`config.mk`:
```
export PLATFORM = sky130hd
export DESIGN_NAME = twm_scale
export DESIGN_NICKNAME = d
export VERILOG_FILES = /design/src/rtl/twm_pkg.sv /design/src/rtl/twm_scale.sv
export SDC_FILE = /design/constraint.sdc
export NUM_CORES = 2
export LEC_CHECK = 0
export ABC_CLOCK_PERIOD_IN_PS = 14700
export BUFFER_PORTS_ARGS = -buffer_cell sky130_fd_sc_hd__buf_4
export CORE_ASPECT_RATIO = 0.6
export CORE_MARGIN = 4
export CORE_UTILIZATION = 30
export CTS_BUF_LIST = sky130_fd_sc_hd__clkbuf_8
export DETAILED_ROUTE_END_ITERATION = 8
export PLACE_DENSITY_LB_ADDON = 0.3
export SETUP_SLACK_MARGIN = 0.15
export SLEW_MARGIN = 20
export SYNTH_ARGS = -nofsm -noshare
export SYNTH_HDL_FRONTEND = slang
export SYNTH_SLANG_ARGS = --single-unit
```
`constraint.sdc`:
```
create_clock -name clk -period 14.7 [get_ports clk]
set_clock_uncertainty 0.15 [all_clocks]
set_input_delay 2.94 -clock clk [delete_from_list [all_inputs] [get_ports clk]]
set_output_delay 2.94 -clock clk [all_outputs]
set_load 0.05 [all_outputs]
```
`src/rtl/twm_pkg.sv`:
```
// Shared types, constants and the arctangent table for the twist merge and
// wheel kinematics block. No dependencies.
`default_nettype none

package twm_pkg;

  // CORDIC chain length, capped at the size of the arctangent table
  localparam int CORDIC_STAGES = 14;
  localparam int ATAN_ENTRIES  = 20;
  localparam int NCELLS = (CORDIC_STAGES < ATAN_ENTRIES) ? CORDIC_STAGES : ATAN_ENTRIES;

  localparam int FRONT_STG = 3;
  localparam int TAIL_STG  = 4;
  localparam int NSTG      = FRONT_STG + NCELLS + TAIL_STG;

  localparam int XY_W = 33;   // Q22 vector components with CORDIC growth
  localparam int Z_W  = 23;   // Q20 angle accumulator
  localparam int SH_W = 5;

  localparam logic [14:0] WHEEL_LIMIT  = 15'd20480;
  localparam logic [13:0] ANGLE_LIMIT  = 14'd12868;
  localparam logic [15:0] INV_GAIN_Q16 = 16'd39797;
  localparam logic [16:0] DEADBAND_LSB = 17'd20;

  // register indexes
  localparam logic [1:0] REG_MAX_LIN  = 2'd0;
  localparam logic [1:0] REG_MAX_TURN = 2'd1;
  localparam logic [1:0] REG_BODY_R   = 2'd2;
  localparam logic [1:0] REG_INV_R    = 2'd3;

  localparam logic [14:0] RST_MAX_LIN  = 15'd2048;
  localparam logic [14:0] RST_MAX_TURN = 15'd1430;
  localparam logic [14:0] RST_BODY_R   = 15'd410;
  localparam logic [15:0] RST_INV_R    = 16'd5120;

  typedef struct packed {
    logic [14:0] max_lin;
    logic [14:0] max_turn;
    logic [14:0] body_r;
    logic [15:0] inv_r;
  } cfg_t;

  // values that ride along the CORDIC chain
  typedef struct packed {
    logic signed [15:0] v;
    logic signed [15:0] w;
    logic [31:0]        lp_mag;   // |v*2048 + w*R|
    logic               lp_neg;
    logic [31:0]        rp_mag;   // |v*2048 - w*R|
    logic               rp_neg;
  } side_t;

  typedef struct packed {
    logic signed [XY_W-1:0] x;
    logic signed [XY_W-1:0] y;
    logic signed [Z_W-1:0]  z;
    side_t                  side;
  } rot_t;

  function automatic logic signed [Z_W-1:0] atan_q20(input logic [SH_W-1:0] i);
    logic signed [Z_W-1:0] a;
    unique case (i)
      5'd0:    a = 23'sd823550;
      5'd1:    a = 23'sd486170;
      5'd2:    a = 23'sd256879;
      5'd3:    a = 23'sd130396;
      5'd4:    a = 23'sd65451;
      5'd5:    a = 23'sd32757;
      5'd6:    a = 23'sd16383;
      5'd7:    a = 23'sd8192;
      5'd8:    a = 23'sd4096;
      5'd9:    a = 23'sd2048;
      5'd10:   a = 23'sd1024;
      5'd11:   a = 23'sd512;
      5'd12:   a = 23'sd256;
      5'd13:   a = 23'sd128;
      5'd14:   a = 23'sd64;
      5'd15:   a = 23'sd32;
      5'd16:   a = 23'sd16;
      5'd17:   a = 23'sd8;
      5'd18:   a = 23'sd4;
      5'd19:   a = 23'sd2;
      default: a = 23'sd0;
    endcase
    return a;
  endfunction

endpackage

`default_nettype wire

```
`src/rtl/twm_scale.sv`:
```
// Back end: gain correction, radius scaling, rounding and limits for the
// wheel rates and steering angle. Depends on twm_pkg.
`default_nettype none

module twm_scale import twm_pkg::*; (
  input  logic                clk,
  input  logic                rst_n,
  input  logic [15:0]         inv_r,
  input  logic                vld_i,
  input  rot_t                rot_i,
  input  logic [TAIL_STG-1:0] en,
  output logic [TAIL_STG-1:0] vld_o,
  output logic signed [15:0]  linear_cmd,
  output logic signed [15:0]  angular_cmd,
  output logic signed [15:0]  left_wheel_rate,
  output logic signed [15:0]  right_wheel_rate,
  output logic signed [15:0]  drive_wheel_rate,
  output logic signed [14:0]  steer_angle
);

  typedef struct packed {
    logic signed [15:0] v;
    logic signed [15:0] w;
    logic signed [14:0] steer;
  } carry_t;

  logic [TAIL_STG-1:0] vld_r;

  // stage 0: three products and the angle
  logic signed [Z_W-1:0] zi, zn;
  logic [21:0]           zabs;
  logic [22:0]           zsum;
  logic [15:0]           zr;
  logic [13:0]           zc;
  logic                  sneg;
  carry_t                c0_nxt, c0_r;
  logic [46:0]           xg0_r;
  logic [47:0]           lp0_r, rp0_r;
  logic                  lneg0_r, rneg0_r;

  always_comb begin
    zi   = rot_i.z;
    zn   = -zi;
    zabs = zi[Z_W-1] ? zn[21:0] : zi[21:0];
    zsum = {1'b0, zabs} + 23'd64;
    zr   = zsum[22:7];
    zc   = (zr > {2'b00, ANGLE_LIMIT}) ? ANGLE_LIMIT : zr[13:0];
    sneg = zi[Z_W-1] ^ rot_i.side.v[15];
    c0_nxt.v = rot_i.side.v;
    c0_nxt.w = rot_i.side.w;
    if (rot_i.side.v == 16'sd0) c0_nxt.steer = 15'sd0;
    else if (sneg)              c0_nxt.steer = 15'd0 - {1'b0, zc};
    else                        c0_nxt.steer = {1'b0, zc};
  end

  always_ff @(posedge clk) begin
    if (en[0]) begin
      c0_r    <= c0_nxt;
      xg0_r   <= {16'b0, rot_i.x[30:0]} * {31'b0, INV_GAIN_Q16};
      lp0_r   <= {32'b0, inv_r} * {16'b0, rot_i.side.lp_mag};
      rp0_r   <= {32'b0, inv_r} * {16'b0, rot_i.side.rp_mag};
      lneg0_r <= rot_i.side.lp_neg;
      rneg0_r <= rot_i.side.rp_neg;
    end
  end

  // stage 1: magnitude rounding, left and right final values (negated)
  logic [46:0]        xg_rnd;
  logic [47:0]        lp_rnd, rp_rnd;
  logic [28:0]        lr, rr;
  logic [14:0]        lc, rc;
  logic signed [15:0] left_nxt, right_nxt;
  carry_t             c1_r;
  logic [30:0]        mag1_r;
  logic signed [15:0] left1_r, right1_r;

  always_comb begin
    xg_rnd = xg0_r + 47'd32768;
    lp_rnd = lp0_r + 48'd262144;
    rp_rnd = rp0_r + 48'd262144;
    lr     = lp_rnd[47:19];
    rr     = rp_rnd[47:19];
    lc     = (lr > {14'b0, WHEEL_LIMIT}) ? WHEEL_LIMIT : lr[14:0];
    rc     = (rr > {14'b0, WHEEL_LIMIT}) ? WHEEL_LIMIT : rr[14:0];
    // outputs carry the opposite sign of the wheel sums
    left_nxt  = lneg0_r ? {1'b0, lc} : 16'd0 - {1'b0, lc};
    right_nxt = rneg0_r ? {1'b0, rc} : 16'd0 - {1'b0, rc};
  end

  always_ff @(posedge clk) begin
    if (en[1]) begin
      c1_r     <= c0_r;
      mag1_r   <= xg_rnd[46:16];
      left1_r  <= left_nxt;
      right1_r <= right_nxt;
    end
  end

  // stage 2: magnitude over wheel radius
  carry_t             c2_r;
  logic [46:0]        dp2_r;
  logic signed [15:0] left2_r, right2_r;

  always_ff @(posedge clk) begin
    if (en[2]) begin
      c2_r     <= c1_r;
      dp2_r    <= {31'b0, inv_r} * {16'b0, mag1_r};
      left2_r  <= left1_r;
      right2_r <= right1_r;
    end
  end

  // stage 3: drive rounding and limit, output register
  logic [46:0]        dp_rnd;
  logic [27:0]        dr;
  logic [14:0]        dc;
  logic signed [15:0] drive_nxt;

  always_comb begin
    dp_rnd = dp2_r + 47'd262144;
    dr     = dp_rnd[46:19];
    dc     = (dr > {13'b0, WHEEL_LIMIT}) ? WHEEL_LIMIT : dr[14:0];
    if (c2_r.v == 16'sd0) drive_nxt = 16'sd0;
    else if (c2_r.v[15])  drive_nxt = 16'd0 - {1'b0, dc};
    else                  drive_nxt = {1'b0, dc};
  end

  always_ff @(posedge clk) begin
    if (en[3]) begin
      linear_cmd       <= c2_r.v;
      angular_cmd      <= c2_r.w;
      left_wheel_rate  <= left2_r;
      right_wheel_rate <= right2_r;
      drive_wheel_rate <= drive_nxt;
      steer_angle      <= c2_r.steer;
    end
  end

  always_ff @(posedge clk) begin
    if (!rst_n) begin
      vld_r <= '0;
    end else begin
      if (en[0]) begin
        vld_r[0] <= vld_i;
      end
      for (int k = 1; k < TAIL_STG; k++) begin
        if (en[k]) begin
          vld_r[k] <= vld_r[k-1];
        end
      end
    end
  end

  assign vld_o = vld_r;

endmodule

`default_nettype wire

```
==> results by group <==
CTS
  • Worst skew pair latency: 0.77 ns
  • TritonCTS clock tree: done
  • Clock buffer depth: 3
  • Reg clk slew, reported paths: 0.06 ns
  • CTS H-tree depth: 3
  • Post-CTS Setup Repair Bufs: 0
  • Root buf cell: clkbuf_8
  • CTS hold repair buffers: 0
  • Num CTS Buffers: 83
  • Sink Count: 458
  • Post-cts resize count: 0

Placement
  • Hpwl dp: 157 mm
  • Port Buffers: 273
  • GPL Wtd Cong: 0.856

Floorplanning
  • I/O pins: 309
  • DIE AREA: 255,000 µm²
  • Die width: 649 µm
  • Floorplan Core Area: 244,000 µm²
  • # rows: 140
  • Initial core utilization: 30.3%
  • Die Y: 392 µm

Detailed routing
  • ANT nets after route: 0
  • DR iter-0 viols: 3,569
  • Via Count: 51,500
  • Final WL: 208 mm
  • Drt wl/cell: 19.1 µm
  • # DRC: 0
  • Vias per cell: 4.73
  • Pre-antenna DRT Iters: 6

Logic synthesis
  • FFs w/ async S/R, synth: 0%
  • Syn Inst Count: 7,455
  • Number of synthesized flops with an enable pin: 454
  • Ys flop type: edfxtp_1
  • Adder-Cell Fraction of Synth Area: 48.7%
  • Xor/xnor share of the synthesized area: 2.95%
  • Post-synthesis mux area share: 0.284%
  • Sequential element share of the synthesized area: 18.6%
  • Synthesis Warnings: 0
  • Main combinational cell family by area after synthesis: adder cells
  • FF+latch count, synth: 458
  • Post-synthesis simple-gate area fraction: 14.9%
  • Top-area cell type share of the netlist area: 39.5%
  • Synth Cell Area: 73,900 µm²
  • Syn Area/Cell: 9.91 µm²
  • Netlist cell types: 82
  • Synthesized net count: 9,665
  • Area leader, netlist: fa_1
  • Most area-consuming cells after synthesis: fa_1 (40%), edfxtp_1 (18%), ha_1 (9.2%), inv_1 (8.4%), and2_1 (5.5%)
  • Post-synthesis compound-gate area fraction: 4.65%

Worst setup path
  • Worst reg-to-reg setup slack: 6.46 ns
  • CP cell instances: buf_4 > buf_4 > nand2_1 > fa_1 > inv_1 > fa_1 > fa_1 > fa_1 > fa_1 > inv_1 > fa_1 > inv_1 > ha_1 > nand4_1 > nor4_1 > and3_1 > a221o_1 > or3_1 > nand4_1 > a31oi_1 > o211ai_1 > o21ai_0 > xnor2_1
  • Worst-path cell with the longest stage delay: buf_4
  • Reg2Reg Depth: 21
  • Worst Path Max Fanout: 62
  • Worst path most repeated cell: fa_1
  • Worst endpoint data arrival time: 11.33 ns
  • CP Launch Type: input pin
  • Largest stage delay on the critical path: 0.72 ns
  • Reg2reg start: mag1_r[11]$_DFFE_PP_
  • Data required, critical path: 15.06 ns
  • Worst Setup End Kind: flop
  • R2r endpoint: dp2_r[46]$_DFFE_PP_
  • Critical path class: input pin to flop

Global routing
  • Initial antenna violation count: 16
  • Total track usage: 16.6%
  • Vias in the first global route: 54,700
  • Largest net degree at the start of global routing: 74
  • First-pass GRT wire length: 328 mm
  • Grt ovf: 0

Timing
  • Worst Tran Pin Value: 1.15 ns
  • Endpoints failing setup: 0
  • Setup_tns: 0 ns
  • Worst rel slew slack: 23.4%
  • Unrepaired setup endpoints after global routing: no
  • Final hold violation count: 0
  • Max Fclk: 91.2 MHz
  • Min cycle time layout: 10.97 ns
  • Tcrit/Tclk final: 74.6%
  • Slew Viols, Final: 0

Finish
  • Area growth from synthesis to layout: 9.53%
  • NumNets Final: 9,759
  • Multi-input gate area in the final layout: 52,800 µm²
  • Share of cells above drive strength 1: 6.32%
  • Seq. cell area: 13,700 µm²
  • Fill cells: 24,900

Worst hold path
  • Hold_sp: right1_r[12]$_DFFE_PP_
  • Hold EP: right2_r[12]$_DFFE_PP_
  • Worst Hold Class: flop to flop
  • Hold path depth: 0

Outcome
  • Outcome: complete, no violations

Run
  • Max-cap violations: 0
## kinds of logic (layout without fill, tap and decap cells)
kind of cell             Yosys count  in the layout
other                              0             13
AO/OA/AOI/OAI                    509            509
XOR/XNOR                         247            247
AND/OR/NAND/NOR                 2263           2263
multiplexers                      20             20
flip-flops                       458            458
adder cells (fa/ha/maj)         2000           2000
buffers and inverters           1958           2114
## flip-flops by register name (all words and copies together), names as in the netlist, 29 cells and up
| signal | cells |
|---|---|
| c2_r | 47 |
| mag1_r | 31 |
| dp2_r | 29 |
| xg0_r | 32 |
| c0_r | 47 |
| c1_r | 47 |
| lp0_r | 30 |
| rp0_r | 30 |
## cells in the mapped netlist (all sizes together) (46+ instances only)
library cell	number
nand3	88
nor3	63
o21ai	103
inv	1648
xor2	94
edfxtp	454
nand2	1033
fa	1459
xnor2	152
and2	646
ha	541
a21oi	118
clkbuf	304
nor2	184
a21o	46
nand4	53
## worst max-delay path: cells and delay by family
family / cells / cell delay (ns)
compound gates: 4 / 1.15
fa+ha+maj: 7 / 3.66
xor+xnor: 1 / 0.11
buf+inv: 5 / 1.65
simple gates: 6 / 1.67
## metrics by stage
| stage | hold slack (ns) | util (%) | setup WS (ns) | instances | area [µm²] |
|---|---|---|---|---|---|
| floorplan | 0.250 | - | 5.19 | 7455 | 73900 |
| global placement | 0.250 | 32.5 | 3.04 | 10700 | 79200 |
| detailed placement | 0.255 | 32.5 | 2.96 | 10700 | 79200 |
| CTS | 0.223 | 33.2 | 3.83 | 10900 | 80900 |
| global route | 0.249 | 33.2 | 3.53 | 10900 | 80900 |
| finish | 0.250 | 33.2 | 3.73 | 10900 | 80900 |
## layer usage
layer | vias up | share of wire [%] | wire, µm | global-route usage, %
met5 | - | 0.020 | 41 | 0
met4 | 6 | 1.5 | 3140 | 3.16
met2 | 1676 | 41 | 85900 | 23.7
met3 | 191 | 7.6 | 15700 | 3.52
met1 | 26600 | 50 | 103000 | 25.5
li1 | 23000 | - | - | -
## cells in the final DEF (no fill, tap or decap), types with 87 or more instances in the layout
cell type / instances
and2_1: 646
fa_1: 1459
ha_1: 541
nand2_1: 1033
buf_4: 314
nor2_1: 184
xor2_1: 94
clkbuf_8: 91
edfxtp_1: 454
nand3_1: 87
inv_1: 1668
xnor2_1: 152
o21ai_0: 102
a21oi_1: 117
## final cells by class
cell class | instances | share of cell area [%]
sequential | 458 | 16.9
tap | 3266 | 5.05
inverter | 1649 | 7.65
timing repair buffer | 318 | 2.96
clock buffer | 91 | 1.55
clock inverter | 56 | 0.543
multi-input combinational | 5039 | 65.3
antenna | 13 | 0.0402
## how the worst max path moves through the flow
stage	startpoint	endpoint	slack, ns	cells past startpoint
after CTS	inv_r[3]	lp0_r[41]$_DFFE_PP_	3.83	23
final	inv_r[10]	dp2_r[46]$_DFFE_PP_	3.73	23
after global placement	inv_r[3]	lp0_r[42]$_DFFE_PP_	3.04	23
after detailed placement	inv_r[3]	lp0_r[41]$_DFFE_PP_	2.96	23
after floorplan	inv_r[7]	lp0_r[42]$_DFFE_PP_	5.19	24
after global routing	inv_r[10]	dp2_r[46]$_DFFE_PP_	3.53	23
Power is left out: the tool's default activity adds up to more than one toggle a clock period on the data nets, which glitch-free logic cannot reach.
