## config.mk

```make
export PLATFORM = sky130hd
export DESIGN_NAME = twm_merge
export DESIGN_NICKNAME = d
export VERILOG_FILES = /design/src/rtl/twm_pkg.sv /design/src/rtl/twm_merge.sv
export SDC_FILE = /design/constraint.sdc
export NUM_CORES = 1
export LEC_CHECK = 0
export BUFFER_PORTS_ARGS = -buffer_cell sky130_fd_sc_hd__buf_2
export CAP_MARGIN = 20
export CELL_PAD_IN_SITES_DETAIL_PLACEMENT = 1
export CELL_PAD_IN_SITES_GLOBAL_PLACEMENT = 1
export CORE_ASPECT_RATIO = 0.6
export CORE_MARGIN = 3
export CORE_UTILIZATION = 51
export DETAILED_ROUTE_END_ITERATION = 8
export GPL_ROUTABILITY_DRIVEN = 0
export HOLD_SLACK_MARGIN = 0.03
export PLACE_DENSITY = 0.95
export SETUP_SLACK_MARGIN = 0.3
export SYNTH_ARGS = -nofsm -noshare
export SYNTH_HDL_FRONTEND = slang
export SYNTH_SLANG_ARGS = --single-unit
export TNS_END_PERCENT = 20
```

## constraint.sdc

```tcl
create_clock -name clk -period 17.2 [get_ports clk]
set_clock_uncertainty 0.2 [all_clocks]
set_input_delay 0.86 -clock clk [delete_from_list [all_inputs] [get_ports clk]]
set_output_delay 0.86 -clock clk [all_outputs]
set_load 0.02 [all_outputs]
```

## src/rtl/twm_pkg.sv

```systemverilog
// Shared types, constants and the arctangent table for the twist merge and
// wheel kinematics block. No dependencies.
`default_nettype none

package twm_pkg;

  // CORDIC chain length, capped at the size of the arctangent table
  localparam int CORDIC_STAGES = 14;
  localparam int ATAN_ENTRIES  = 20;
  localparam int NCELLS = (CORDIC_STAGES < ATAN_ENTRIES) ? CORDIC_STAGES : ATAN_ENTRIES;

  localparam int FRONT_STG = 3;
  localparam int TAIL_STG  = 4;
  localparam int NSTG      = FRONT_STG + NCELLS + TAIL_STG;

  localparam int XY_W = 33;   // Q22 vector components with CORDIC growth
  localparam int Z_W  = 23;   // Q20 angle accumulator
  localparam int SH_W = 5;

  localparam logic [14:0] WHEEL_LIMIT  = 15'd20480;
  localparam logic [13:0] ANGLE_LIMIT  = 14'd12868;
  localparam logic [15:0] INV_GAIN_Q16 = 16'd39797;
  localparam logic [16:0] DEADBAND_LSB = 17'd20;

  // register indexes
  localparam logic [1:0] REG_MAX_LIN  = 2'd0;
  localparam logic [1:0] REG_MAX_TURN = 2'd1;
  localparam logic [1:0] REG_BODY_R   = 2'd2;
  localparam logic [1:0] REG_INV_R    = 2'd3;

  localparam logic [14:0] RST_MAX_LIN  = 15'd2048;
  localparam logic [14:0] RST_MAX_TURN = 15'd1430;
  localparam logic [14:0] RST_BODY_R   = 15'd410;
  localparam logic [15:0] RST_INV_R    = 16'd5120;

  typedef struct packed {
    logic [14:0] max_lin;
    logic [14:0] max_turn;
    logic [14:0] body_r;
    logic [15:0] inv_r;
  } cfg_t;

  // values that ride along the CORDIC chain
  typedef struct packed {
    logic signed [15:0] v;
    logic signed [15:0] w;
    logic [31:0]        lp_mag;   // |v*2048 + w*R|
    logic               lp_neg;
    logic [31:0]        rp_mag;   // |v*2048 - w*R|
    logic               rp_neg;
  } side_t;

  typedef struct packed {
    logic signed [XY_W-1:0] x;
    logic signed [XY_W-1:0] y;
    logic signed [Z_W-1:0]  z;
    side_t                  side;
  } rot_t;

  function automatic logic signed [Z_W-1:0] atan_q20(input logic [SH_W-1:0] i);
    logic signed [Z_W-1:0] a;
    unique case (i)
      5'd0:    a = 23'sd823550;
      5'd1:    a = 23'sd486170;
      5'd2:    a = 23'sd256879;
      5'd3:    a = 23'sd130396;
      5'd4:    a = 23'sd65451;
      5'd5:    a = 23'sd32757;
      5'd6:    a = 23'sd16383;
      5'd7:    a = 23'sd8192;
      5'd8:    a = 23'sd4096;
      5'd9:    a = 23'sd2048;
      5'd10:   a = 23'sd1024;
      5'd11:   a = 23'sd512;
      5'd12:   a = 23'sd256;
      5'd13:   a = 23'sd128;
      5'd14:   a = 23'sd64;
      5'd15:   a = 23'sd32;
      5'd16:   a = 23'sd16;
      5'd17:   a = 23'sd8;
      5'd18:   a = 23'sd4;
      5'd19:   a = 23'sd2;
      default: a = 23'sd0;
    endcase
    return a;
  endfunction

endpackage

`default_nettype wire

```

## src/rtl/twm_merge.sv

```systemverilog
// Front end: merge and saturate the speed pairs, deadband, body radius
// product and CORDIC seed. Depends on twm_pkg.
`default_nettype none

module twm_merge import twm_pkg::*; (
  input  logic                 clk,
  input  logic                 rst_n,
  input  cfg_t                 cfg,
  input  logic                 vld_i,
  input  logic signed [15:0]   planned_linear,
  input  logic signed [15:0]   planned_angular,
  input  logic signed [15:0]   learned_linear,
  input  logic signed [15:0]   learned_angular,
  input  logic [FRONT_STG-1:0] en,
  output logic [FRONT_STG-1:0] vld_o,
  output rot_t                 rot_o
);

  logic [FRONT_STG-1:0] vld_r;

  // stage 0: sums, saturation and deadband
  logic signed [16:0] vsum, wsum, vlim, wlim, vsat, wsat;
  logic [16:0]        vabs17;
  logic               dead;
  logic signed [15:0] v0_r, w0_r;

  always_comb begin
    vsum = {planned_linear[15], planned_linear} + {learned_linear[15], learned_linear};
    wsum = {planned_angular[15], planned_angular} + {learned_angular[15], learned_angular};
    vlim = $signed({2'b00, cfg.max_lin});
    wlim = $signed({2'b00, cfg.max_turn});
    if (vsum > vlim)       vsat = vlim;
    else if (vsum < -vlim) vsat = -vlim;
    else                   vsat = vsum;
    if (wsum > wlim)       wsat = wlim;
    else if (wsum < -wlim) wsat = -wlim;
    else                   wsat = wsum;
    vabs17 = vsat[16] ? 17'(-vsat) : 17'(vsat);
    dead   = (vabs17 <= DEADBAND_LSB);
  end

  always_ff @(posedge clk) begin
    if (en[0]) begin
      v0_r <= vsat[15:0];
      w0_r <= dead ? 16'sd0 : wsat[15:0];
    end
  end

  // stage 1: w * body radius, Q22
  logic signed [15:0] v1_r;
  logic signed [31:0] wr1_r;
  logic signed [15:0] w1_r;

  always_ff @(posedge clk) begin
    if (en[1]) begin
      v1_r  <= v0_r;
      w1_r  <= w0_r;
      wr1_r <= 32'(w0_r) * 32'($signed({1'b0, cfg.body_r}));
    end
  end

  // stage 2: wheel sums as sign and magnitude, CORDIC seed
  logic signed [32:0] vq, wr33, sp, sm, sp_n, sm_n;
  logic [15:0]        vabs;
  logic signed [15:0] vneg;
  rot_t               rot_nxt, rot_r;

  always_comb begin
    vq   = {{6{v1_r[15]}}, v1_r, 11'b0};
    wr33 = {wr1_r[31], wr1_r};
    sp   = vq + wr33;
    sm   = vq - wr33;
    sp_n = -sp;
    sm_n = -sm;
    vneg = -v1_r;
    vabs = v1_r[15] ? vneg : v1_r;
    rot_nxt.x           = $signed({6'b0, vabs, 11'b0});
    rot_nxt.y           = -wr33;
    rot_nxt.z           = '0;
    rot_nxt.side.v      = v1_r;
    rot_nxt.side.w      = w1_r;
    rot_nxt.side.lp_neg = sp[32];
    rot_nxt.side.lp_mag = sp[32] ? sp_n[31:0] : sp[31:0];
    rot_nxt.side.rp_neg = sm[32];
    rot_nxt.side.rp_mag = sm[32] ? sm_n[31:0] : sm[31:0];
  end

  always_ff @(posedge clk) begin
    if (en[2]) begin
      rot_r <= rot_nxt;
    end
  end

  always_ff @(posedge clk) begin
    if (!rst_n) begin
      vld_r <= '0;
    end else begin
      if (en[0]) begin
        vld_r[0] <= vld_i;
      end
      for (int k = 1; k < FRONT_STG; k++) begin
        if (en[k]) begin
          vld_r[k] <= vld_r[k-1];
        end
      end
    end
  end

  assign vld_o = vld_r;
  assign rot_o = rot_r;

endmodule

`default_nettype wire

```

==> impl_metrics.ini, run 1 <==
[status]
run_status = completed

[sta]
setup-violations-final = 0
max_slew_margin_pct = 31.7
finalCriticalPeriod_ns = 8.03
worst-slew-pin-transition_ns = 0.999
finalHoldViolCount = 0
report.final.slew_viol_count = 0
timing.fmax_mhz = 124
layout_worst_path_cycle_share_pct = 46.7
finalSetupTns_ns = 0
grt_setup_unrepaired = false

[worst_setup_path]
worstSetupEndpointType = flip-flop
path_buf_inv = 5
cp_cell_sequence = nand2_1 -> fa_1 -> inv_1 -> fa_1 -> inv_1 -> fa_1 -> inv_1 -> fa_1 -> inv_1 -> fa_1 -> inv_1 -> fa_1 -> ha_1 -> o21ai_0 -> nor2_1 -> a21oi_1 -> a31oi_1 -> a221o_1 -> nand4_1 -> and4_1 -> o31ai_1 -> or4_1 -> o21ai_0 -> xnor2_1
critical_path_cell_with_the_highest_stage_delay = edfxtp_1
reg2reg_from = w0_r[7]
critPathMaxStageDelay_ns = 0.94
critical_path_arrival_ns = 8.11
worst-endpoint-required_ns = 17.28
cpMostUsedCell = fa_1
crit_fanout = 16
worstSetupStartpoint = w0_r[7]
path_class = reg -> reg
cp_top_family = adder cells
startpoint_type = flip-flop

[floorplanning]
die_span_x_um = 301
core.rowCount = 64
dieArea_mm2 = 0.0549
design.core.area_mm2 = 0.0512
initial_utilization_pct = 51.9
boundaryPins = 321
floorplan.die.height_um = 183

[clocking]
number_of_clock_buffers_inserted_by_tritoncts = 26
cts_setup_buffers = 0
ctsHtreeMaxLevel = 1
clk-insertion-delay-late_ns = 0.56
clkSinkCount = 243
clk_pin_slew_ns = 0.07
postCtsResizedCells = 0
hold_buffers = 0
cts_tree = built
max_clock_buf_depth = 3
cts_root_buffer = clkbuf_16

[detailed_routing]
avgRoutedWirePerCell_um = 23.7
drt_iter0_markers = 1820
drt_pass1_iterations = 8
drc = 0
via_count = 22066
postRouteAntennaNets = 0
detail_route.vias_per_cell = 6.00
sum_of_routed_wire_length_over_all_layers_um = 87300

[placement]
detailedPlacementHpwl_um = 69200
portBuffers = 264

[hold_path]
hold_class = reg -> reg
timing.hold.worst.start = w1_r[11]

[synth]
dominantRegCellSynth = edfxtp_1
yosys_register_bits = 243
synth_most_common_cell = inv_1
syn-cell-area_mm2 = 0.0266
synth.avg_cell_area_um2 = 9.65
synthCells = 2751
yosysTopAreaCell = edfxtp_1
ys_top_cells_by_area = edfxtp_1 27%, fa_1 19%, ha_1 10%
number_of_enable_flip_flop_cells_after_synthesis = 240
post-synth-top-area-fraction_pct = 27.1
synth.lib_cells_used.distinct = 93
synth_seq_area_share_pct = 27.4
synth.cells.most_frequent = 388 x inv_1, 249 x fa_1, 240 x edfxtp_1
synthArstFlopShare_pct = 0
synth-warning-count = 0

[grt]
grt_antenna_before_repair = 2
grtUsageTotal_pct = 31.4
globalRouteOverflowTotal = 0
grt_start_max_net_pins = 79
grt_first_pass_wirelength_um = 136000
number_of_global_route_vias_before_repair = 24583

[flow_run]
max_cap_violations = 0

[final_layout]
layout.filler_cells = 5828
synthToLayoutAreaGrowth_pct = 9.98
final_layout_size_suffix_gt1_share_pct = 12.3
finish.net_count = 3565
[cell families after synthesis]
group	Yosys count	synth area share (%)
other	1	0.0141
and+or+nand+nor	790	15.0
buffers and inverters	518	8.02
xor gates and xnor gates	219	7.22
DFF	243	27.4
adders and majority gates	469	29.1
muxes	21	0.848
AOI/OAI and AO/OA	490	12.4
[worst paths after layout]
check	endpoint	slack [ns]	depth (start not counted)
max	wr1_r[31]	9.17	24
min	rot_o[77]	0.22	0
max reg2reg	wr1_r[31]	9.17	24
min reg2reg	rot_o[77]	0.22	0
[cell usage in the layout, fill, tap and decap left out, types with 25 or more instances in the layout]
master / count
a21oi_1: 118
inv_1: 388
buf_2: 263
nor3_1: 64
nand2b_1: 28
ha_1: 219
o21a_1: 28
fa_1: 249
xnor2_1: 169
nand3_1: 34
a21o_1: 40
clkbuf_16: 27
nand4_1: 25
edfxtp_1: 240
and2_1: 132
nor2_1: 150
xor2_1: 50
conb_1: 40
nand2_1: 234
o21ai_0: 111
[routing by layer]
layer	GRT usage [%]	wire [µm]
met1	39.4	34700
met2	54.7	42500
met3	4.65	6060
met4	13.4	3940
met5	0	19
[final cells by class]
| type | instances | area, µm² | area share (%) |
|---|---|---|---|
| inverter | 389 | 1460 | 5.00 |
| timing repair buffer | 277 | 1450 | 4.96 |
| antenna | 1 | 2.50 | 0.00857 |
| clock buffer | 35 | 726 | 2.48 |
| tap | 693 | 867 | 2.97 |
| sequential | 243 | 7270 | 24.9 |
| clock inverter | 13 | 111 | 0.381 |
| multi-input combinational | 2029 | 17300 | 59.3 |
[registers in the layout (all words and copies together) (netlist names)]
signal and flops:
w0_r 16, v1_r 16, rot_o 144, v0_r 16
w1_r 16, wr1_r 32, vld_o 3
[metrics by stage]
stage | hold slack [ns] | cell area, µm² | utilization, % | setup WS (ns) | cells
floorplan | 0.200 | 26700 | - | 10.12 | 2790
global placement | 0.201 | 28300 | 55.3 | 9.18 | 3628
detailed placement | 0.208 | 28300 | 55.3 | 8.85 | 3628
CTS | 0.221 | 29200 | 57.0 | 9.29 | 3676
global route | 0.230 | 29200 | 57.1 | 8.88 | 3680
finish | 0.216 | 29200 | 57.1 | 9.17 | 3680
Power of run 1 is not shown: default switching activity piles up to over one toggle a cycle in this logic, so the estimate is an artifact.
==> inputs of run 2 (changes only) <==
--- a/config.mk
+++ b/config.mk
@@ -11,11 +11,11 @@
 export CELL_PAD_IN_SITES_GLOBAL_PLACEMENT = 1
 export CORE_ASPECT_RATIO = 0.6
 export CORE_MARGIN = 3
-export CORE_UTILIZATION = 51
+export CORE_UTILIZATION = 47
 export DETAILED_ROUTE_END_ITERATION = 8
 export GPL_ROUTABILITY_DRIVEN = 0
 export HOLD_SLACK_MARGIN = 0.03
-export PLACE_DENSITY = 0.95
+export PLACE_DENSITY = 0.93
 export SETUP_SLACK_MARGIN = 0.3
 export SYNTH_ARGS = -nofsm -noshare
 export SYNTH_HDL_FRONTEND = slang
==> constraint.sdc (replaced) <==
create_clock -name clk -period 8.1 [get_ports clk]
set_clock_uncertainty 0.2 [all_clocks]
set_input_delay 0.405 -clock clk [delete_from_list [all_inputs] [get_ports clk]]
set_output_delay 0.405 -clock clk [all_outputs]
set_load 0.02 [all_outputs]
==> impl_metrics.ini, run 2 (same netlist as run 1, synthesis figures left out) <==
[worst_setup_path]
path_class = reg -> reg
cp_top_family = adder cells
cp_num_cells = 20
path_buf_inv = 3
startpoint_type = flip-flop
critical_path_cell_with_the_highest_stage_delay = edfxtp_1
worstSetupEndpointType = flip-flop
timing.rr.end = wr1_r[31]
cp_cell_sequence = nand2_1 -> inv_1 -> fa_1 -> fa_1 -> inv_1 -> fa_1 -> fa_1 -> fa_1 -> inv_1 -> fa_1 -> ha_1 -> a21o_1 -> a21o_1 -> a221o_1 -> nand4_1 -> and4_1 -> o31ai_2 -> or4_1 -> o21ai_0 -> xnor2_1
worst-endpoint-required_ns = 8.19
worstSetupStartpoint = w0_r[15]
critPathMaxStageDelay_ns = 0.78
cpMostUsedCell = fa_1
crit_fanout = 16
critical_path_arrival_ns = 7.59
reg2reg_from = w0_r[15]
register_to_register_path_depth = 20
crit_path_end = wr1_r[31]
setup.reg_to_reg.worst_slack_ns = 0.60

[clocking]
max_clock_buf_depth = 3
clkSinkCount = 243
clk-insertion-delay-late_ns = 0.56
ctsHtreeMaxLevel = 1
clk_pin_slew_ns = 0.07
cts_tree = built
number_of_clock_buffers_inserted_by_tritoncts = 27
cts_root_buffer = clkbuf_16

[sta]
max_slew_margin_pct = 27.4
hold_ws_ns = 0.0998
final_critical_path_setup_slack_ns = 0.600
finalHoldViolCount = 0
grt_setup_unrepaired = true
timing.fmax_mhz = 133
report.final.slew_viol_count = 0
setup-violations-final = 0
finalCriticalPeriod_ns = 7.50
finalSetupTns_ns = 0
layout_worst_path_cycle_share_pct = 92.6
worst-slew-pin-transition_ns = 1.09

[final_layout]
layout.cells.most_common = inv_1
finish.net_count = 3589
largest_register_ffs = 144
multiInputGateArea_mm2 = 0.0173
layout.filler_cells = 6300
final_layout_size_suffix_gt1_share_pct = 13.1
final_design_area_no_fill_mm2 = 0.0295
most-common-layout-cells = 388 x inv_1, 263 x buf_2, 248 x fa_1
final-seq-area_mm2 = 0.00727
synthToLayoutAreaGrowth_pct = 11.1

[placement]
detailedPlacementHpwl_um = 69700
pre_cts_slack_ns = 0.437
place_area_mm2 = 0.0284
portBuffers = 264

[floorplanning]
design.core.area_mm2 = 0.0550
initial_utilization_pct = 48.3
dieArea_mm2 = 0.0595
die_span_x_um = 313
core.rowCount = 66
boundaryPins = 321
floorplan.die.height_um = 190

[grt]
globalRouteOverflowTotal = 0
grt_first_pass_wirelength_um = 138000
grt_start_max_net_pins = 76
grt_antenna_before_repair = 7
grtUsageTotal_pct = 29.3
number_of_global_route_vias_before_repair = 24842

[detailed_routing]
drt_pass1_iterations = 6
drt_iter0_markers = 2150
avgRoutedWirePerCell_um = 23.7
postRouteAntennaNets = 0
detail_route.vias_per_cell = 5.97
drc = 0
sum_of_routed_wire_length_over_all_layers_um = 89000
via_count = 22473

[status]
run_status = completed

[flow_run]
max_cap_violations = 0

[hold_path]
hold_class = in -> reg
## run 2: changes by cell type in the layout (fill, tap and decap cells not counted), moves of 2 or more
| cell | change |
|---|---|
| buf_4 | +20 |
| clkinvlp_4 | +4 |
| dlygate4sd3_1 | +4 |
| clkbuf_1 | -3 |
| diode_2 | +3 |
| inv_6 | -2 |
## run 2: final cells by class
cell class                 count  share of cell area, %
clock inverter                17                  0.539
timing repair buffer         300                   5.51
inverter                     389                   4.95
antenna                        4                 0.0339
multi-input combinational   2029                   58.7
sequential                   243                   24.6
tap                          748                   3.17
clock buffer                  32                   2.42
## run 2: worst min-delay path by stage
| stage | start | to | cells after the start |
|---|---|---|---|
| 2_1_floorplan | w1_r[0] | rot_o[66] | 0 |
| 6_report | cfg[51] | v0_r[5] | 3 |
| 5_1_grt | cfg[51] | v0_r[5] | 3 |
| 3_3_place_gp | v0_r[13] | v1_r[13] | 0 |
| 4_1_cts | cfg[51] | v0_r[5] | 3 |
| 3_5_place_dp | w1_r[14] | rot_o[80] | 0 |
## run 2: through the flow
step	instances	utilization, %
6_report	3762	53.6
5_1_grt	3762	53.6
4_1_cts	3744	53.4
3_5_place_dp	3691	51.7
3_3_place_gp	3691	51.7
2_1_floorplan	2790	-
## run 2: worst min-delay path: stages
cell and delay, ns:
buf_2 0.13, nand2_1 0.07, o21ai_0 0.12
## run 2: timing repair
item                                    CTS  global route
endpoints found under the setup margin    0             4
hold endpoints to repair                  5             0
gates resized for setup                   0             2
setup buffers                             0            12
hold buffers                              4             0
## run 2: metal layers
| layer | up-vias | part of all wire, % | GRT usage, % |
|---|---|---|---|
| li1 | 9713 | - | - |
| met1 | 11296 | 39 | 36.5 |
| met2 | 1188 | 49 | 50.9 |
| met3 | 270 | 8.1 | 5.36 |
| met4 | 6 | 3.6 | 10.9 |
| met5 | - | 0.053 | 0 |
Power of run 2 is left out for the same reason.
