<file path="src/rtl/twm_pkg.sv">
// Shared types, constants and the arctangent table for the twist merge and
// wheel kinematics block. No dependencies.
`default_nettype none

package twm_pkg;

  // CORDIC chain length, capped at the size of the arctangent table
  localparam int CORDIC_STAGES = 14;
  localparam int ATAN_ENTRIES  = 20;
  localparam int NCELLS = (CORDIC_STAGES < ATAN_ENTRIES) ? CORDIC_STAGES : ATAN_ENTRIES;

  localparam int FRONT_STG = 3;
  localparam int TAIL_STG  = 4;
  localparam int NSTG      = FRONT_STG + NCELLS + TAIL_STG;

  localparam int XY_W = 33;   // Q22 vector components with CORDIC growth
  localparam int Z_W  = 23;   // Q20 angle accumulator
  localparam int SH_W = 5;

  localparam logic [14:0] WHEEL_LIMIT  = 15'd20480;
  localparam logic [13:0] ANGLE_LIMIT  = 14'd12868;
  localparam logic [15:0] INV_GAIN_Q16 = 16'd39797;
  localparam logic [16:0] DEADBAND_LSB = 17'd20;

  // register indexes
  localparam logic [1:0] REG_MAX_LIN  = 2'd0;
  localparam logic [1:0] REG_MAX_TURN = 2'd1;
  localparam logic [1:0] REG_BODY_R   = 2'd2;
  localparam logic [1:0] REG_INV_R    = 2'd3;

  localparam logic [14:0] RST_MAX_LIN  = 15'd2048;
  localparam logic [14:0] RST_MAX_TURN = 15'd1430;
  localparam logic [14:0] RST_BODY_R   = 15'd410;
  localparam logic [15:0] RST_INV_R    = 16'd5120;

  typedef struct packed {
    logic [14:0] max_lin;
    logic [14:0] max_turn;
    logic [14:0] body_r;
    logic [15:0] inv_r;
  } cfg_t;

  // values that ride along the CORDIC chain
  typedef struct packed {
    logic signed [15:0] v;
    logic signed [15:0] w;
    logic [31:0]        lp_mag;   // |v*2048 + w*R|
    logic               lp_neg;
    logic [31:0]        rp_mag;   // |v*2048 - w*R|
    logic               rp_neg;
  } side_t;

  typedef struct packed {
    logic signed [XY_W-1:0] x;
    logic signed [XY_W-1:0] y;
    logic signed [Z_W-1:0]  z;
    side_t                  side;
  } rot_t;

  function automatic logic signed [Z_W-1:0] atan_q20(input logic [SH_W-1:0] i);
    logic signed [Z_W-1:0] a;
    unique case (i)
      5'd0:    a = 23'sd823550;
      5'd1:    a = 23'sd486170;
      5'd2:    a = 23'sd256879;
      5'd3:    a = 23'sd130396;
      5'd4:    a = 23'sd65451;
      5'd5:    a = 23'sd32757;
      5'd6:    a = 23'sd16383;
      5'd7:    a = 23'sd8192;
      5'd8:    a = 23'sd4096;
      5'd9:    a = 23'sd2048;
      5'd10:   a = 23'sd1024;
      5'd11:   a = 23'sd512;
      5'd12:   a = 23'sd256;
      5'd13:   a = 23'sd128;
      5'd14:   a = 23'sd64;
      5'd15:   a = 23'sd32;
      5'd16:   a = 23'sd16;
      5'd17:   a = 23'sd8;
      5'd18:   a = 23'sd4;
      5'd19:   a = 23'sd2;
      default: a = 23'sd0;
    endcase
    return a;
  endfunction

endpackage

`default_nettype wire

</file>
<file path="src/rtl/twm_cordic_cell.sv">
// One vectoring CORDIC micro-rotation with its pipeline register; carries
// the side values along. Depends on twm_pkg.
`default_nettype none

module twm_cordic_cell import twm_pkg::*; (
  input  logic                  clk,
  input  logic                  rst_n,
  input  logic                  en,
  input  logic                  vld_i,
  input  rot_t                  rot_i,
  input  logic [SH_W-1:0]       shift_i,
  input  logic signed [Z_W-1:0] atan_i,
  output logic                  vld_o,
  output rot_t                  rot_o
);

  logic signed [XY_W-1:0] xi, yi, dx, dy;
  logic signed [Z_W-1:0]  zi;
  rot_t                   rot_nxt, rot_r;
  logic                   vld_r;

  always_comb begin
    xi = rot_i.x;
    yi = rot_i.y;
    zi = rot_i.z;
    dx = yi >>> shift_i;   // floor shift
    dy = xi >>> shift_i;
    rot_nxt = rot_i;
    if (yi < 0) begin
      rot_nxt.x = xi - dx;
      rot_nxt.y = yi + dy;
      rot_nxt.z = zi - atan_i;
    end else begin
      rot_nxt.x = xi + dx;
      rot_nxt.y = yi - dy;
      rot_nxt.z = zi + atan_i;
    end
  end

  always_ff @(posedge clk) begin
    if (en) begin
      rot_r <= rot_nxt;
    end
  end

  always_ff @(posedge clk) begin
    if (!rst_n) begin
      vld_r <= 1'b0;
    end else if (en) begin
      vld_r <= vld_i;
    end
  end

  assign vld_o = vld_r;
  assign rot_o = rot_r;

endmodule

`default_nettype wire

</file>
<file path="config.mk">
export PLATFORM = sky130hd
export DESIGN_NAME = twm_cordic_cell
export DESIGN_NICKNAME = d
export VERILOG_FILES = /design/src/rtl/twm_pkg.sv /design/src/rtl/twm_cordic_cell.sv
export SDC_FILE = /design/constraint.sdc
export NUM_CORES = 1
export LEC_CHECK = 0
export BUFFER_PORTS_ARGS = -buffer_cell sky130_fd_sc_hd__buf_2
export CORE_MARGIN = 2
export CORE_UTILIZATION = 25
export CTS_BUF_LIST = sky130_fd_sc_hd__clkbuf_2 sky130_fd_sc_hd__clkbuf_4 sky130_fd_sc_hd__clkbuf_8
export DETAILED_ROUTE_END_ITERATION = 10
export GPL_TIMING_DRIVEN = 0
export HOLD_SLACK_MARGIN = 0.03
export PLACE_DENSITY_LB_ADDON = 0.25
export SLEW_MARGIN = 20
export SYNTH_ARGS = -nofsm -noshare
export SYNTH_HDL_FRONTEND = slang
export SYNTH_SLANG_ARGS = --single-unit
</file>
<file path="constraint.sdc">
create_clock -name clk -period 5.31 [get_ports clk]
set_input_delay 0.2655 -clock clk [delete_from_list [all_inputs] [get_ports clk]]
set_output_delay 0.2655 -clock clk [all_outputs]
set_load 0.02 [all_outputs]
</file>
==> impl_metrics.py, run 1 <==
metrics = {
    "yosys": {
        "yosysMostFrequentCell": "edfxtp_1",
        "synth_seq_cells": 188,
        "yosysWarningCount": 0,
        "synth_common_cells": "edfxtp_1 (187), nor2_1 (136), nand2_1 (135)",
        "async_reset_ff_share_pct": 0,
        "yosysTopAreaCellShare_pct": 33.58,
        "yosysTopAreaCell": "edfxtp_1",
        "synth_edf_count": 187,
        "synthesis.nets": 1909,
        "ys.flop_type": "edfxtp_1",
        "yosysUniqueCellTypes": 99,
        "syn-instance-count": 1597,
        "netlist_area_mm2": 0.01672,
        "ys_seq_area_share_pct": 33.69,
        "avgSynthCellArea_um2": 10.47,
        "ys_top_cells_by_area": "edfxtp_1 (34%), mux4_2 (11%), ha_1 (6.7%), xnor2_1 (5.0%), a21oi_1 (3.4%)",
    },
    "route": {
        "first_pass_iters": 5,
        "drc": 0,
        "wl_mm": 77.61,
        "num_vias": 16460,
        "drtIter0Drc": 1475,
        "viasPerCell": 5.319,
        "drtAntennaViolNets": 0,
        "wire_per_inst_um": 25.08,
    },
    "floorplanning": {
        "rows": 94,
        "die_w_um": 262.7,
        "die_area_mm2": 0.06899,
        "ios": 407,
        "die_y_um": 262.7,
        "core_mm2": 0.06598,
        "initial_core_util_pct": 25.35,
    },
    "hold_path": {
        "hold-path-endpoint": "rot_o[122]$_DFFE_PP_",
        "min_path_cells": 2,
        "min-delay-start": "rot_i[122]",
        "hp-class": "in -> reg",
    },
    "critical_path": {
        "reg2reg_depth": 3,
        "critPathLaunchType": "input port",
        "critPathMaxFanout": 10,
        "cp-end-kind": "flip-flop",
        "worst-endpoint-required_ns": 5.63,
        "critical_path_class": "in -> reg",
        "cp.arrival_ns": 5.68,
        "r2r_start": "vld_o$_SDFFE_PN0P_",
        "r2r-end": "vld_o$_SDFFE_PN0P_",
        "r2r_setup_slack_ns": 4.14,
    },
    "clock_tree": {
        "cts_tree": "done",
        "cts-root-buf": "clkbuf_8",
        "insertion_delay_ns": 0.56,
        "cts_inserted_buffers": 17,
        "cts_sinks": 188,
        "cts_buffer_depth": 2,
        "htree_levels": 4,
        "path_clk_slew_ns": 0.13,
    },
    "timing": {
        "setup_viol": 1,
        "hold_violations": 0,
        "rsz0062_at_grt": "true",
        "timing.final.crit_period_ns": 5.356,
        "max_slew_margin_pct": 23.06,
        "worst_slack_ns": -0.04591,
        "fin_skew_ns": 0,
        "slew_violations": 0,
        "tightest_slew_ns": 1.154,
        "max_freq_mhz": 186.7,
        "post-route-period-util_pct": 100.9,
    },
    "final_layout": {
        "drive_gt1_share_pct": 37.12,
        "nets": 2527,
        "finalNonFillerCells": 3095,
        "area_growth_pct": 38.79,
        "design_area_mm2": 0.02321,
    },
    "outcome": {
        "status": "finished, violations left",
        "violations": "setup timing",
    },
    "placement": {
        "placed_area_mm2": 0.02002,
        "place.gp.congestion": 0.9860,
        "dp_hpwl_mm": 59.31,
        "dp_slack_ns": -2.737,
        "port_buffers": 401,
        "placedCellCount": 2864,
    },
    "grt": {
        "grt_max_degree": 95,
        "grt_overflow": 0,
        "grt_use_total_pct": 21.87,
        "antenna_found_initial": 6,
        "grt_pass1_wl_mm": 111.0,
        "grt_pass1_vias": 16340,
    },
    "power_and_ir_drop": {
        "vdd_drop_max_v": 0.0001581,
        "p_leak_nw": 9.554,
        "powerDensity_mw_per_mm2": 263.2,
    },
    "run": {
        "cap_violations": 0,
    },
}
## worst max-delay path by stage
| stage | slack, ns | end | cells past startpoint | start |
|---|---|---|---|---|
| final | -0.05 | rot_o[184]$_DFFE_PP_ | 23 | shift_i[2] |
| after detailed placement | -2.74 | rot_o[153]$_DFFE_PP_ | 27 | shift_i[4] |
| after floorplan | -0.27 | rot_o[184]$_DFFE_PP_ | 23 | shift_i[1] |
| after global routing | -0.20 | rot_o[184]$_DFFE_PP_ | 23 | shift_i[0] |
| after CTS | 0.003 | rot_o[184]$_DFFE_PP_ | 23 | shift_i[0] |
| after global placement | -2.77 | rot_o[153]$_DFFE_PP_ | 27 | shift_i[4] |
## kinds of logic after synthesis
| kind of cell | synth area share, % |
|---|---|
| flip-flops | 33.69 |
| multiplexers | 17.54 |
| XOR/XNOR | 7.227 |
| AND/OR/NAND/NOR | 13.71 |
| adder cells (fa/ha/maj) | 7.092 |
| AO/OA/AOI/OAI | 17.17 |
| buffers and inverters | 3.561 |
## layout by cell type, fill, tap and decap left out, types with 34 or more instances in the layout
| cell type | instances |
|---|---|
| o21ai_0 | 63 |
| dlygate4sd3_1 | 102 |
| mux2i_1 | 34 |
| mux4_2 | 92 |
| buf_2 | 405 |
| nor2_1 | 127 |
| inv_1 | 49 |
| xnor2_1 | 94 |
| ha_1 | 84 |
| buf_4 | 96 |
| a21oi_1 | 109 |
| a21o_1 | 34 |
| nand2_1 | 131 |
| edfxtp_1 | 187 |
| xor2_1 | 43 |
## worst max-delay path, stage by stage
cell and delay [ns]:
clkbuf_4 0.19, buf_8 0.18, inv_1 0.25, buf_4 0.28, buf_4 0.27, a21oi_1 0.17
a21o_4 0.27, nor4b_4 0.28, or2b_4 0.33, nor2_4 0.11, a41oi_2 0.13, xnor2_1 0.16
ha_1 0.33, a21o_1 0.20, a21o_1 0.22, a2111oi_4 0.35, a211oi_2 0.14, o31a_1 0.35
o211a_1 0.28, or4_4 0.43, a31o_4 0.24, a211oi_2 0.16, nor2_1 0.06
## power by group
group / internal [mW] / switching, mW / leakage [nW] / total, mW
clock network: 0.376 / 0.705 / 0.215 / 1.08
registers: 1.95 / 0.0576 / 1.84 / 2.01
logic: 1.24 / 1.78 / 7.50 / 3.02
## metal layers
| metal | track usage, % | vias up | share of wire, % |
|---|---|---|---|
| li1 | - | 7420 | - |
| met1 | 26.77 | 8009 | 40 |
| met2 | 36.99 | 862 | 47 |
| met3 | 4.676 | 164 | 7.9 |
| met4 | 9.615 | 6 | 4.7 |
| met5 | 0 | - | 0.045 |
## what timing repair did
action | CTS | global route
cloned | 1 | 2
buffers inserted | 41 | 52
pin swaps | 25 | 53
hold buffers | 102 | 0
resized for setup | 167 | 73
endpoints found under the hold margin | 105 | 0
setup endpoints to repair | 44 | 16
## through the flow
stage / hold slack (ns) / util [%] / setup TNS, ns / total power, mW
after CTS: 0.06040 / 33.96 / 0 / 6.052
after floorplan: 0.3644 / - / -0.4668 / 3.800
after global routing: 0.1137 / 35.17 / -0.3494 / 6.466
final: 0.1221 / 35.18 / -0.04591 / 6.109
after global placement: 0.4420 / 30.25 / -83.07 / 4.718
after detailed placement: 0.4437 / 30.35 / -79.38 / 4.711
## flip-flops by register name, indices dropped and copies added (netlist names)
| register | count |
|---|---|
| rot_o | 187 |
| vld_o | 1 |
## cell type report
cell class | count | area [um^2]
multi-input cells | 1282 | 11140
inverters | 52 | 197.7
repair buffers | 601 | 3930
diodes | 3 | 7.507
clock inverters | 15 | 203.9
flip-flops and latches | 188 | 5635
fillers | 6706 | 42770
well taps | 864 | 1081
clock buffers | 17 | 234.0
plain buffers | 73 | 783.3
Note: power is estimated with default switching activity, not from simulation.
==> run 2: changes to the inputs <==
clock period = 6.7 ns   (was 5.31 ns; I/O delays follow)
==> run 2 against run 1 <==
Largest cell class unchanged. Sequential power is 20% lower. Hold slack better by 0.018 ns. Combinational power fell by 27%. Clock power down 17%. Largest power group unchanged. Global-route usage grew 0.33 points. Clock skew unchanged. Sequential share of layout area increased by 1.9 points. The flow now finishes without violations. Clock-buffer cell count did not move. Routed wire length rose by 0.90%.
==> impl_metrics.py, run 2 (synthesis gave the netlist of run 1 again) <==
metrics = {
    "critical_path": {
        "r2r_setup_slack_ns": 5.54,
        "cp.arrival_ns": 6.87,
        "critical_path_class": "in -> reg",
        "r2r-end": "vld_o$_SDFFE_PN0P_",
        "path_cells": "clkbuf_2 -> inv_2 -> clkbuf_1 -> o21ai_0 -> a211oi_2 -> nand2_1 -> or3_4 -> nor3_4 -> nand2_1 -> a21o_1 -> o31ai_1 -> ha_1 -> and4_1 -> a21oi_1 -> o21ai_0 -> or3_1 -> o31ai_1 -> o2111ai_1 -> a41o_1 -> a221o_1 -> a21oi_1 -> xnor2_1",
        "critPathMaxStageDelay_ns": 0.77,
        "reg2reg_depth": 3,
        "r2r_start": "vld_o$_SDFFE_PN0P_",
        "cp-end-kind": "flip-flop",
        "critPathLaunchType": "input port",
        "worst-endpoint-required_ns": 7.05,
        "critPathMaxFanout": 10,
        "slowest_stage": "clkbuf_1",
    },
    "timing": {
        "max_freq_mhz": 153.4,
        "timing.final.crit_period_ns": 6.517,
        "tightest_slew_ns": 1.111,
        "fin_skew_ns": 0,
        "max_slew_margin_pct": 25.90,
        "worst_slack_ns": 0.1828,
        "setup_viol": 0,
        "hold_violations": 0,
        "fin_setup_tns_ns": 0,
        "slew_violations": 0,
        "post-route-period-util_pct": 97.27,
    },
    "hold_path": {
        "min-delay-start": "rot_i[99]",
        "hp-class": "in -> reg",
        "hold-path-endpoint": "rot_o[99]$_DFFE_PP_",
        "min_path_cells": 2,
    },
    "floorplanning": {
        "rows": 94,
        "die_area_mm2": 0.06899,
        "die_y_um": 262.7,
        "die_w_um": 262.7,
        "core_mm2": 0.06598,
        "initial_core_util_pct": 25.35,
        "ios": 407,
    },
    "route": {
        "drc": 0,
        "viasPerCell": 5.347,
        "num_vias": 16050,
        "wire_per_inst_um": 26.09,
        "drtIter0Drc": 1263,
        "first_pass_iters": 5,
        "wl_mm": 78.31,
        "drtAntennaViolNets": 0,
    },
    "clock_tree": {
        "cts_buffer_depth": 2,
        "cts_tree": "done",
        "htree_levels": 4,
        "cts_inserted_buffers": 17,
        "cts_sinks": 188,
        "cts-root-buf": "clkbuf_8",
        "path_clk_slew_ns": 0.13,
        "insertion_delay_ns": 0.57,
    },
    "final_layout": {
        "final_common_cell": "buf_2",
        "finalNonFillerCells": 3002,
        "largest_reg_flops": 187,
        "area_growth_pct": 28.65,
        "drive_gt1_share_pct": 30.18,
        "fillCellCount": 6800,
        "nets": 2436,
        "mostFrequentLayoutCells": "buf_2 (412), edfxtp_1 (187), nand2_1 (135)",
    },
    "power_and_ir_drop": {
        "powerDensity_mw_per_mm2": 218.2,
        "vdd_drop_max_v": 0.0001416,
        "p_leak_nw": 8.847,
    },
    "outcome": {
        "status": "complete, no violations",
    },
    "grt": {
        "grt_max_degree": 89,
        "antenna_found_initial": 5,
        "grt_pass1_wl_mm": 112.3,
        "grt_overflow": 0,
        "grt_pass1_vias": 16270,
        "grt_use_total_pct": 22.21,
    },
    "placement": {
        "dp_hpwl_mm": 61.07,
        "placedCellCount": 2864,
        "port_buffers": 401,
        "dp_slack_ns": -2.112,
        "place.gp.congestion": 1.024,
    },
    "run": {
        "cap_violations": 0,
    },
}
[run 2: cell type report]
type	count	area, um^2	share of cell area [%]
timing repair buffer	508	3110	14.46
inverter	52	195.2	0.9071
antenna	1	2.502	0.01163
buffer	75	450.4	2.093
sequential	188	5635	26.19
clock buffer	17	234.0	1.087
tap	864	1081	5.024
clock inverter	15	220.2	1.023
multi-input combinational	1282	10590	49.21
[run 2: metrics by stage]
stage          hold slack [ns]  power (mW)  utilization, %  area [um^2]
2_1_floorplan           0.4339       2.990               -        16720
3_3_place_gp            0.5026       3.747           30.03        19810
6_report                0.1396       4.696           32.61        21520
4_1_cts                0.07019       4.738           32.43        21400
3_5_place_dp            0.5134       3.746           30.13        19880
5_1_grt                 0.1058       4.971           32.61        21520
[run 2: what timing repair did]
item | 4_1_cts | 5_1_grt
gates cloned | 0 | 0
gates resized for setup | 18 | 45
endpoints found under the hold margin | 99 | 0
buffers inserted | 0 | 5
pin swaps | 0 | 3
endpoints found under the setup margin | 29 | 13
hold buffers | 100 | 0
[run 2: critical path, delay by kind of cell]
kind | cells | cell delay [ns]
fa+ha+maj | 1 | 0.39
xor+xnor | 1 | 0.08
simple gates | 6 | 1.64
compound gates | 11 | 2.94
buf+inv | 3 | 1.45
[run 2: power by group]
part	leakage, nW	internal [mW]	switching (mW)	total [mW]
combinational	6.78	0.843	1.36	2.20
clock	0.224	0.333	0.562	0.895
sequential	1.84	1.55	0.0492	1.60
total	8.85	2.73	1.97	4.70
[run 2: worst max path at each step]
stage                from                    to  slack [ns]  cells past startpoint
2_1_floorplan  shift_i[0]  rot_o[184]$_DFFE_PP_        0.82                     21
3_3_place_gp   shift_i[4]  rot_o[153]$_DFFE_PP_       -2.08                     27
3_5_place_dp   shift_i[4]  rot_o[153]$_DFFE_PP_       -2.11                     27
4_1_cts        shift_i[3]  rot_o[153]$_DFFE_PP_        0.02                     21
5_1_grt        shift_i[2]  rot_o[185]$_DFFE_PP_      -0.007                     24
6_report       shift_i[3]  rot_o[185]$_DFFE_PP_        0.18                     22
[run 2: per-layer routing]
layer	wire length, um	GRT usage (%)	vias to the layer above
met5	40	0	-
met4	3198	9.335	8
met3	6192	5.388	150
met2	37920	38.14	836
met1	30950	26.45	7826
li1	-	-	7232
==> run 3: changes to the inputs <==
PLACE_DENSITY_LB_ADDON = 0.15   (was 0.25)
REMOVE_ABC_BUFFERS = 1   (was not set)
==> run 3 against run 2 <==
Power shrank 1.9%. Critical path type unchanged. Final area is 1.2% lower. Highest routed layer unchanged. Critical endpoint is now rot_o[184]$_DFFE_PP_. Largest power group unchanged. Critical path depth did not move. Final cell count shrank 2.2%. Die area did not move.
==> impl_metrics.py, run 3 (synthesis gave the netlist of run 1 again) <==
metrics = {
    "final_layout": {
        "area_growth_pct": 27.08,
        "mostFrequentLayoutCells": "buf_2 (400), edfxtp_1 (187), nor2_1 (135), nand2_1 (135), a21oi_1 (112)",
        "drive_gt1_share_pct": 29.07,
        "post-route-util_pct": 32.21,
        "largest_reg_flops": 187,
        "nets": 2370,
        "finalNonFillerCells": 2937,
        "fillCellCount": 6877,
        "final_common_cell": "buf_2",
        "design_area_mm2": 0.02125,
    },
    "route": {
        "drc": 0,
        "drtIter0Drc": 1053,
        "first_pass_iters": 5,
        "wire_per_inst_um": 21.64,
        "viasPerCell": 5.159,
        "drtAntennaViolNets": 0,
        "wl_mm": 63.55,
        "num_vias": 15150,
    },
    "clock_tree": {
        "cts_sinks": 188,
        "cts-root-buf": "clkbuf_8",
        "path_clk_slew_ns": 0.14,
        "cts_inserted_buffers": 17,
        "htree_levels": 4,
        "insertion_delay_ns": 0.57,
        "cts_tree": "done",
        "cts_buffer_depth": 2,
    },
    "run": {
        "cap_violations": 0,
    },
    "critical_path": {
        "critical_path_class": "in -> reg",
        "cp_num_buf_inv": 2,
        "critPathLaunchType": "input port",
        "worst-endpoint-required_ns": 7.04,
        "cp-end-kind": "flip-flop",
        "critPathMaxFanout": 67,
        "critPathTopFamily": "compound AO/OA/AOI/OAI gates",
        "path_cells": "buf_4 -> buf_16 -> mux4_2 -> mux2i_1 -> a21oi_1 -> a21o_1 -> nor4b_4 -> or2b_1 -> nor2_1 -> a41oi_1 -> xnor2_1 -> ha_1 -> a21o_1 -> a21o_1 -> a2111oi_0 -> a211oi_1 -> o31a_1 -> o211a_1 -> or4_1 -> a31o_2 -> a211oi_1 -> nor2_1",
        "crit_top_cell": "a21o_1",
        "slowest_stage": "a2111oi_0",
        "critPathMaxStageDelay_ns": 0.55,
        "cp.arrival_ns": 6.75,
    },
    "power_and_ir_drop": {
        "seq_power_share_pct": 34.6,
        "combPwrFrac_pct": 45.7,
        "clkPwrFrac_pct": 19.6,
        "powerDensity_mw_per_mm2": 216.7,
        "p_sw_mw": 1.913,
        "switching_share_pct": 41.55,
        "vdd_drop_max_v": 0.0001098,
        "finalPower_mw": 4.605,
        "p_leak_nw": 8.699,
        "p_int_mw": 2.692,
    },
    "timing": {
        "max_slew_margin_pct": 33.47,
        "fin_skew_ns": 0,
        "post-route-period-util_pct": 95.68,
        "tightest_slew_ns": 0.9943,
        "timing.hold.ws_ns": 0.1241,
        "worst_slack_ns": 0.2898,
        "max_freq_mhz": 156.0,
        "hold_violations": 0,
        "setup_viol": 0,
        "rsz0062_at_grt": "false",
        "slew_violations": 0,
        "timing.final.crit_period_ns": 6.410,
        "fin_setup_tns_ns": 0,
    },
    "grt": {
        "grt_pass1_wl_mm": 95.27,
        "grt_use_total_pct": 18.02,
        "grt_overflow": 0,
        "grt_max_degree": 100,
        "grt_pass1_vias": 15320,
        "antenna_found_initial": 2,
    },
    "floorplanning": {
        "rows": 94,
        "die_w_um": 262.7,
        "die_area_mm2": 0.06899,
        "core_mm2": 0.06598,
        "die_y_um": 262.7,
        "ios": 407,
        "initial_core_util_pct": 25.35,
    },
    "placement": {
        "dp_slack_ns": -0.6320,
        "place.gp.congestion": 0.8609,
        "dp_hpwl_mm": 48.97,
        "port_buffers": 406,
        "placed_area_mm2": 0.01967,
        "placedCellCount": 2800,
    },
    "outcome": {
        "status": "complete, no violations",
    },
    "hold_path": {
        "hp-class": "in -> reg",
    },
}
-- run 3: changes by cell type in the layout (fill, tap and decap cells not counted), moves of 3 or more --
cell      previous run  this run
clkbuf_1            20         0
buf_2              412       400
buf_4               13         3
buf_1                9         0
buf_6               11         2
clkbuf_4             9         0
clkbuf_2             6         0
buf_12               0         3
buf_16               2         5
mux2i_1             46        49
-- run 3: routing by layer --
metal | share of wire (%) | up-vias | track usage [%]
met5 | 0.020 | - | 0
met3 | 6.2 | 60 | 3.907
met2 | 48 | 551 | 30.23
li1 | - | 7085 | -
met4 | 1.7 | 2 | 4.458
met1 | 44 | 7453 | 23.53
-- run 3: timing repair --
item	CTS	global route
hold buffers	100	0
hold endpoints to repair	99	0
setup buffers	0	1
gates resized for setup	0	14
endpoints found under the setup margin	0	8
-- run 3: power groups by stage --
| stage | Clock (mW) | Sequential [mW] | Combinational [mW] |
|---|---|---|---|
| after global placement | 0 | 1.63 | 2.03 |
| after floorplan | 0 | 1.88 | 1.06 |
| final | 0.904 | 1.60 | 2.11 |
| after CTS | 0.962 | 1.60 | 2.10 |
| after global routing | 1.00 | 1.62 | 2.29 |
| after detailed placement | 0 | 1.63 | 2.03 |
-- run 3: layout make-up --
cell class                      instances  area, um^2  share of cell area [%]
Multi-Input combinational cell       1282       10550                   49.62
Sequential cell                       188        5635                   26.51
Timing Repair Buffer                  517        3324                   15.64
Tap cell                              864        1081                   5.086
Clock buffer                           17       234.0                   1.101
Clock inverter                         15       226.5                   1.066
Inverter                               52       201.4                  0.9478
Antenna cell                            2       5.005                 0.02355
-- run 3: path summary, 6_finish.rpt --
kind                      startpoint                    to  slack (ns)  cells after the start
setup / recovery          rot_i[153]  rot_o[184]$_DFFE_PP_        0.29                     22
hold / removal                    en  rot_o[153]$_DFFE_PP_        0.12                      1
setup reg to reg  vld_o$_SDFFE_PN0P_    vld_o$_SDFFE_PN0P_        5.49                      3
hold reg to reg   vld_o$_SDFFE_PN0P_    vld_o$_SDFFE_PN0P_        1.14                      3
-- run 3: worst register-to-register path: stages (launching register included) --
cell and delay (ns):
dfxtp_1 0.34, mux2i_1 0.15, nor2b_1 0.06, dlygate4sd3_1 0.56
